$ cat src/hdl/eod_pkg.sv
`timescale 1ns / 1ps

package eod_pkg;

   // car geometry
   localparam int FLOORS   = 4;
   localparam int FLOOR_W  = 2;                      // fixed width of a floor field
   localparam int TARGET_W = 3;                      // width of the target floor register
   localparam int CNT_W    = $clog2(FLOORS + 1);     // request queue fill count
   localparam int QIDX_W   = (FLOORS > 1) ? $clog2(FLOORS) : 1;
   localparam int BTN_KINDS = 3;

   typedef logic [FLOOR_W-1:0] floor_type;
   typedef logic [BTN_KINDS-1:0] orders_type;        // one bit per button kind
   typedef logic signed [1:0] motor_type;

   // event kinds
   typedef enum logic {
      CMD_ORDER   = 1'b0,
      CMD_ARRIVAL = 1'b1
   } cmd_type;

   // button kinds, the last code is unused
   localparam logic [1:0] BTN_HALL_UP   = 2'd0;
   localparam logic [1:0] BTN_HALL_DOWN = 2'd1;
   localparam logic [1:0] BTN_CAB       = 2'd2;

   // motor commands
   localparam motor_type MOTOR_DOWN = -2'sd1;
   localparam motor_type MOTOR_STOP = 2'sd0;
   localparam motor_type MOTOR_UP   = 2'sd1;

endpackage

$ cat src/hdl/elevator_order_dispatcher_unit.sv
`timescale 1ns / 1ps

// channel    | direction | ports                                   | handshake
// -----------+-----------+-----------------------------------------+---------------------------
// request    | in        | req_cmd, req_button, req_floor          | start & !busy
// response   | out       | rsp_motor_dir, rsp_motor_write,         | rsp_strobe, one cycle,
//            |           | rsp_door_open, rsp_indicator_floor,     | cannot be held off
//            |           | rsp_lamp_set, rsp_lamps_cleared         |
//
// one request per clock cycle; the response reaches the rsp_ ports through two registers
// (input register, then the order table / queue update into the response register)
// the 4-entry request queue and the order table are checked in parallel, combinationally
// busy is high only while reset is held; synchronous reset clears orders, queue fill count and direction
// the receiver cannot stall, so nothing ever backs up behind a response

module elevator_order_dispatcher_unit (
   input  logic                   clock,
   input  logic                   reset,
   input  logic                   start,
   output logic                   busy,
   input  logic                   req_cmd,
   input  logic [1:0]             req_button,
   input  eod_pkg::floor_type     req_floor,
   output logic                   rsp_strobe,
   output eod_pkg::motor_type     rsp_motor_dir,
   output logic                   rsp_motor_write,
   output logic                   rsp_door_open,
   output eod_pkg::floor_type     rsp_indicator_floor,
   output logic                   rsp_lamp_set,
   output logic                   rsp_lamps_cleared
);
   import eod_pkg::*;

   // input register
   logic              in_valid_ff;
   logic              in_cmd_ff;
   logic [1:0]        in_button_ff;
   floor_type         in_floor_ff;

   // dispatcher state
   orders_type [FLOORS-1:0]    pending_ff, pending_in;
   floor_type  [FLOORS-1:0]    queue_ff, queue_in;
   logic [CNT_W-1:0]           count_ff, count_in;
   logic                       going_down_ff, going_down_in;
   floor_type                  last_floor_ff, last_floor_in;
   logic [TARGET_W-1:0]        target_ff, target_in;
   logic                       target_valid_ff, target_valid_in;

   // response register
   logic              rsp_strobe_ff;
   motor_type         motor_ff, motor_in;
   logic              mwrite_ff, mwrite_in;
   logic              door_ff, door_in;
   logic              lamp_ff, lamp_in;
   logic              cleared_ff, cleared_in;

   // queue lookup and removal
   logic                       hit;
   logic [CNT_W-1:0]           hit_pos;
   floor_type  [FLOORS-1:0]    queue_rm;
   logic                       floor_ok;
   logic                       stop_here;

   assign busy = reset;

   always_ff @(posedge clock) begin
      if (reset) begin
         in_valid_ff <= 1'b0;
      end else begin
         in_valid_ff <= start;
      end
      in_cmd_ff    <= req_cmd;
      in_button_ff <= req_button;
      in_floor_ff  <= req_floor;
   end

   // find the request floor among the queued entries (queue never holds duplicates)
   always_comb begin
      hit     = 1'b0;
      hit_pos = '0;
      for (int i = 0; i < FLOORS; i++) begin
         if (!hit && (CNT_W'(i) < count_ff) && (queue_ff[i] == in_floor_ff)) begin
            hit     = 1'b1;
            hit_pos = CNT_W'(i);
         end
      end
   end

   // queue with the matching entry squeezed out
   always_comb begin
      for (int j = 0; j < FLOORS; j++) begin
         if ((CNT_W'(j) >= hit_pos) && (j < FLOORS - 1)) begin
            queue_rm[j] = queue_ff[(j + 1) % FLOORS];
         end else begin
            queue_rm[j] = queue_ff[j];
         end
      end
   end

   assign floor_ok  = int'(in_floor_ff) < FLOORS;
   assign stop_here = pending_ff[in_floor_ff][{1'b0, going_down_ff}]
                    | pending_ff[in_floor_ff][BTN_CAB];

   always_comb begin
      pending_in      = pending_ff;
      queue_in        = queue_ff;
      count_in        = count_ff;
      going_down_in   = going_down_ff;
      last_floor_in   = last_floor_ff;
      target_in       = target_ff;
      target_valid_in = target_valid_ff;
      motor_in        = MOTOR_STOP;
      mwrite_in       = 1'b0;
      door_in         = 1'b0;
      lamp_in         = 1'b0;
      cleared_in      = 1'b0;

      if (in_valid_ff && floor_ok) begin
         if (in_cmd_ff == CMD_ORDER) begin
            // unknown button code changes no state and sets no response flag
            if (in_button_ff inside {BTN_HALL_UP, BTN_HALL_DOWN, BTN_CAB}) begin
               pending_in[in_floor_ff][in_button_ff] = 1'b1;
               if (!hit && (int'(count_ff) < FLOORS)) begin
                  queue_in[count_ff[QIDX_W-1:0]] = in_floor_ff;
                  count_in = count_ff + CNT_W'(1);
               end
               lamp_in = 1'b1;
            end
         end else begin
            last_floor_in = in_floor_ff;
            // stop for a cab order or a hall order in the travel direction
            if (stop_here) begin
               pending_in[in_floor_ff] = '0;
               door_in    = 1'b1;
               cleared_in = 1'b1;
               if (hit) begin
                  queue_in = queue_rm;
                  count_in = count_ff - CNT_W'(1);
               end
            end
            // target reached: pull the next one from the queue head
            if (target_valid_ff && (target_ff == {1'b0, in_floor_ff})) begin
               target_valid_in = (count_in != '0);
               if (count_in != '0) begin
                  target_in = {1'b0, queue_in[0]};
               end
            end
            if (!target_valid_in) begin
               // nothing to do: park, keep direction, try the head again
               motor_in        = MOTOR_STOP;
               target_valid_in = (count_in != '0);
               if (count_in != '0) begin
                  target_in = {1'b0, queue_in[0]};
               end
            end else if (target_in < {1'b0, in_floor_ff}) begin
               motor_in      = MOTOR_DOWN;
               going_down_in = 1'b1;
            end else if (target_in > {1'b0, in_floor_ff}) begin
               motor_in      = MOTOR_UP;
               going_down_in = 1'b0;
            end else if (!going_down_ff) begin
               // overshoot: turn around
               motor_in      = MOTOR_DOWN;
               going_down_in = 1'b1;
            end else begin
               motor_in      = MOTOR_UP;
               going_down_in = 1'b0;
            end
            mwrite_in = 1'b1;
         end
      end
   end

   always_ff @(posedge clock) begin
      if (reset) begin
         pending_ff      <= '0;
         count_ff        <= '0;
         going_down_ff   <= 1'b0;
         last_floor_ff   <= '0;
         target_ff       <= '0;
         target_valid_ff <= 1'b1;
         rsp_strobe_ff   <= 1'b0;
      end else begin
         pending_ff      <= pending_in;
         count_ff        <= count_in;
         going_down_ff   <= going_down_in;
         last_floor_ff   <= last_floor_in;
         target_ff       <= target_in;
         target_valid_ff <= target_valid_in;
         rsp_strobe_ff   <= in_valid_ff;
      end
      queue_ff   <= queue_in;
      motor_ff   <= motor_in;
      mwrite_ff  <= mwrite_in;
      door_ff    <= door_in;
      lamp_ff    <= lamp_in;
      cleared_ff <= cleared_in;
   end

   assign rsp_strobe          = rsp_strobe_ff;
   assign rsp_motor_dir       = motor_ff;
   assign rsp_motor_write     = mwrite_ff;
   assign rsp_door_open       = door_ff;
   assign rsp_indicator_floor = last_floor_ff;
   assign rsp_lamp_set        = lamp_ff;
   assign rsp_lamps_cleared   = cleared_ff;

`ifndef NO_ASSERTIONS
   // every accepted request gets its response strobe after the input and response registers
   a_rsp_follows: assert property (@(posedge clock) disable iff (reset)
      (start && !busy) |=> ##1 rsp_strobe)
      else $error("response missing for accepted request");

   // an order never drives the motor, an arrival never lights a lamp
   a_kind_excl: assert property (@(posedge clock) disable iff (reset)
      rsp_strobe |-> !(rsp_lamp_set && rsp_motor_write))
      else $error("order and arrival flags both set");

   // a door opening only happens on an arrival and clears the lamps
   a_door_arrival: assert property (@(posedge clock) disable iff (reset)
      rsp_door_open |-> (rsp_motor_write && rsp_lamps_cleared))
      else $error("door opened outside an arrival");

   // the queue fill count stays within the number of floors
   a_count_range: assert property (@(posedge clock) disable iff (reset)
      int'(count_ff) <= FLOORS)
      else $error("request queue overfilled");
`endif

endmodule

$ cat config.mk
export PLATFORM = sky130hd
export DESIGN_NAME = elevator_order_dispatcher_unit
export DESIGN_NICKNAME = d
export VERILOG_FILES = /design/src/hdl/eod_pkg.sv /design/src/hdl/elevator_order_dispatcher_unit.sv
export SDC_FILE = /design/constraint.sdc
export NUM_CORES = 1
export LEC_CHECK = 0
export BUFFER_PORTS_ARGS = -buffer_cell sky130_fd_sc_hd__buf_4
export CAP_MARGIN = 20
export CORE_ASPECT_RATIO = 0.6
export CORE_MARGIN = 8
export CORE_UTILIZATION = 45
export CTS_CLUSTER_SIZE = 16
export DETAILED_ROUTE_END_ITERATION = 10
export PLACE_DENSITY = 0.69
export SYNTH_ARGS = -nofsm -noshare
export SYNTH_HDL_FRONTEND = slang
export SYNTH_SLANG_ARGS = --single-unit
$ cat constraint.sdc
create_clock -name clock -period 4.3 [get_ports clock]
set_input_delay 1.075 -clock clock [delete_from_list [all_inputs] [get_ports clock]]
set_output_delay 1.075 -clock clock [all_outputs]
set_load 0.05 [all_outputs]
==> run_results.csv <==
group,metric,value,unit
sta,grt_setup_unrepaired,"no",
detailed_routing,ant_nets,0,
yosys,postSynth.topFlopCell,"sky130_fd_sc_hd__dfxtp_1",
worst_setup_path,startpoint_type,"register",
cts,ctsResizeCount,0,
yosys,netlist_area,2198,um^2
floorplanning,die_height,70.14,um
worst_hold_path,min-delay-start,"pending_ff[1]",
sta,finalSetupViolCount,0,
cells_and_area,finalNetCount,262,
worst_hold_path,hp-class,"register to register",
cells_and_area,area_delta_synth_final,10.87,%
run,maxCapViolations,0,
detailed_routing,detailedRoute.firstIterationViolations,137,
grt,vias_in_the_first_global_route,1701,
placed_design,port_buffers,17,
placed_design,detailedPlacementHpwl,3929,um
detailed_routing,vias,1798,
floorplanning,placementRows,19,
yosys,average_cell_area_after_synthesis,9.355,um^2
detailed_routing,routed_wl,5256,um
yosys,synth_cells,235,
cts,post_cts.repair.setup_buffers,0,
sta,finClkSkew,5.650,ps
cells_and_area,fin_area,2437,um^2
sta,slew_headroom,0.5263,
worst_setup_path,regToRegEndpoint,"going_down_ff",
floorplanning,coreArea,4636,um^2
floorplanning,die_x,106.2,um
cts,max-clock-path-buffers,2,
cells_and_area,antenna_fix_cells,0,
grt,globalRouteOverflowTotal,0,
worst_setup_path,critPathTopFamily,"simple AND/OR/NAND/NOR gates",
cells_and_area,final_util,0.5258,
detailed_routing,detail_route.wl_per_cell,16.85,um
yosys,synth_top_area_cell,"sky130_fd_sc_hd__dfxtp_1",
cts,total_of_hold_buffers_inserted_after_clock_tree_synthesis,0,
worst_setup_path,r2r_slack,870,ps
sta,max_clock_freq,291.3,MHz
cells_and_area,commonest_non_fill_non_tap_cell_in_the_layout,"sky130_fd_sc_hd__dfxtp_1",
cts,worst_skew_pair.late_latency,300,ps
cells_and_area,drive_gt1_frac,0.1687,
sta,worst_pin_slew,707.3,ps
worst_setup_path,worstSetupEndpointType,"register",
worst_setup_path,crit_path_cell_trace,"buf_4 > xor2_1 > or3_1 > and2_4 > a211oi_4 > or3_4 > mux2_4 > ha_1 > nor2b_1 > o22ai_1 > nand2_1 > mux2i_1",
grt,antenna_found_initial,0,
yosys,yosys-top-cells-area,"sky130_fd_sc_hd__dfxtp_1 31%, sky130_fd_sc_hd__edfxtp_1 11%, sky130_fd_sc_hd__a21oi_1 4.8%, sky130_fd_sc_hd__nor2_1 4.1%, sky130_fd_sc_hd__ha_1 3.4%",
pwr,report.power.total,0.7959,mW
cts,clock_tree.htree_level_count,2,
sta,setup_tns,0,ps
sta,final.period_utilization,0.7982,
worst_setup_path,crit_type,"register to register",
cts,clk_root_buffer_cell,"sky130_fd_sc_hd__clkbuf_8",
cells_and_area,num-fill-cells,437,
worst_setup_path,worstRegToRegCells,12,
outcome,outcome,"completed",
cts,cts_tree,"yes",
yosys,synthArstFlopShare,0,
yosys,synth-edff-count,8,
worst_hold_path,whs_endpoint,"pending_ff[1]",
worst_setup_path,critical-path-slowest-cell,"sky130_fd_sc_hd__dfxtp_1",
grt,grt_first_pass_wirelength,8735,um
floorplanning,die_area,7451,um^2
pwr,power_density,326.6,nW/um^2
worst_setup_path,crit_fanout,11,
yosys,syn_nets,249,
placed_design,placedInstanceArea,2352,um^2
sta,max_transition_viols_final,0,
worst_hold_path,instance_count_along_the_most_critical_hold_path,2,
yosys,synth_cell_types,59,
yosys,synth.ff_latch_count,42,
detailed_routing,routed_via_density,5.763,
cts,path_clk_slew,90,ps
yosys,netlist.area_leader.share,0.3096,
sta,final-hold-violation-count,0,
grt,grt_use_total,0.1460,
grt,grt_max_degree,21,
placed_design,rd_place_congestion,0.9403,
detailed_routing,remaining_routing_drc_violations,0,
cells_and_area,layout_common_cells,"34 x sky130_fd_sc_hd__dfxtp_1, 24 x sky130_fd_sc_hd__nor2_1, 21 x sky130_fd_sc_hd__a21oi_1",
yosys,yosysSeqAreaShare,0.4189,
worst_setup_path,cp_num_buf_inv,1,
worst_setup_path,worst_path_largest_cell_delay,630,ps
worst_setup_path,crit_arrival,3660,ps
detailed_routing,drt_pre_antenna_iters,4,
pwr,vdd_drop_max,191.9,uV
worst_setup_path,worstPathRequired,4530,ps
cts,clock_sinks,42,
cts,numCtsBuffers,5,
pwr,leakagePower,0.9649,nW
worst_setup_path,crit-reg2reg-launch,"in_floor_ff[1]",
sta,timing.hold.ws,468.2,ps
floorplanning,floorplan.io_pins,18,
sta,finalWorstPathRequiredPeriod,3432,ps
yosys,synth_warnings,0,
floorplanning,start_util,0.4742,
report_power, final:
part | internal (mW) | total [mW] | switching, mW | leakage [nW]
logic | 0.0410 | 0.110 | 0.0691 | 0.569
clock network | 0.115 | 0.258 | 0.143 | 0.0461
registers | 0.411 | 0.427 | 0.0160 | 0.350
flip-flops by register name, indices dropped and copies added, names as in the netlist, 2 cells and up:
name / cells
queue_ff: 8
in_button_ff: 2
rsp_motor_dir: 2
pending_ff: 12
count_ff: 3
in_floor_ff: 2
target_ff: 3
rsp_indicator_floor: 2
cells in the mapped netlist (all sizes together) (4+ instances only):
library cell / number
nand3: 6
inv: 10
nor3: 5
nor2: 25
a21o: 4
a32o: 4
nor2b: 6
xnor2: 4
xor2: 6
a21oi: 21
edfxtp: 8
buf: 8
ha: 6
or3: 5
mux2i: 6
clkbuf: 5
a31oi: 7
dfxtp: 34
nand2: 19
worst min-delay path: stages, from the launching register on:
cell	delay [ps]
sky130_fd_sc_hd__dfxtp_1	330
sky130_fd_sc_hd__inv_1	50
sky130_fd_sc_hd__a21oi_1	50
through the flow:
stage,setup slack (ps),instances
detailed placement,914.8,304
CTS,880.9,312
global placement,1033,304
finish,867.6,312
floorplan,1394,235
global route,653.2,312
final cells by class:
class,count,area (um^2),share of cell area
inverter,10,37.54,0.01540
multi-input combinational,170,1172,0.4810
clock inverter,2,12.51,0.005133
clock buffer,6,72.57,0.02977
sequential,42,920.9,0.3778
timing repair buffer,19,142.6,0.05852
tap,63,78.83,0.03234
per-layer routing:
metal,share of wire,routed length [um],vias up,track usage
met2,0.39,2049,78,0.1913
li1,-,-,880,-
met5,0,0,-,0
met1,0.50,2609,835,0.2125
met3,0.11,553,5,0.04670
met4,0.0082,43,0,0.05271
how the worst max path moves through the flow:
stage              startpoint       endpoint  slack [ps]  cells past startpoint
2_1_floorplan     count_ff[1]  going_down_ff        1390                     13
3_3_place_gp   in_floor_ff[1]  going_down_ff        1030                     12
6_report       in_floor_ff[1]  going_down_ff         870                     12
3_5_place_dp   in_floor_ff[1]  going_down_ff         910                     12
5_1_grt        in_floor_ff[1]  going_down_ff         650                     12
4_1_cts        in_floor_ff[1]  going_down_ff         880                     12
logic make-up (layout without fill, tap and decap cells):
group / Yosys count / count (layout) / synth area share
buffers and inverters: 23 / 37 / 0.04780
flip-flops: 42 / 42 / 0.4189
adder cells (fa/ha/maj): 6 / 6 / 0.03415
AND/OR/NAND/NOR: 80 / 80 / 0.1844
XOR/XNOR: 10 / 10 / 0.03984
AO/OA/AOI/OAI: 64 / 64 / 0.2186
multiplexers: 10 / 10 / 0.05635
(Power assumes the default switching activity.)
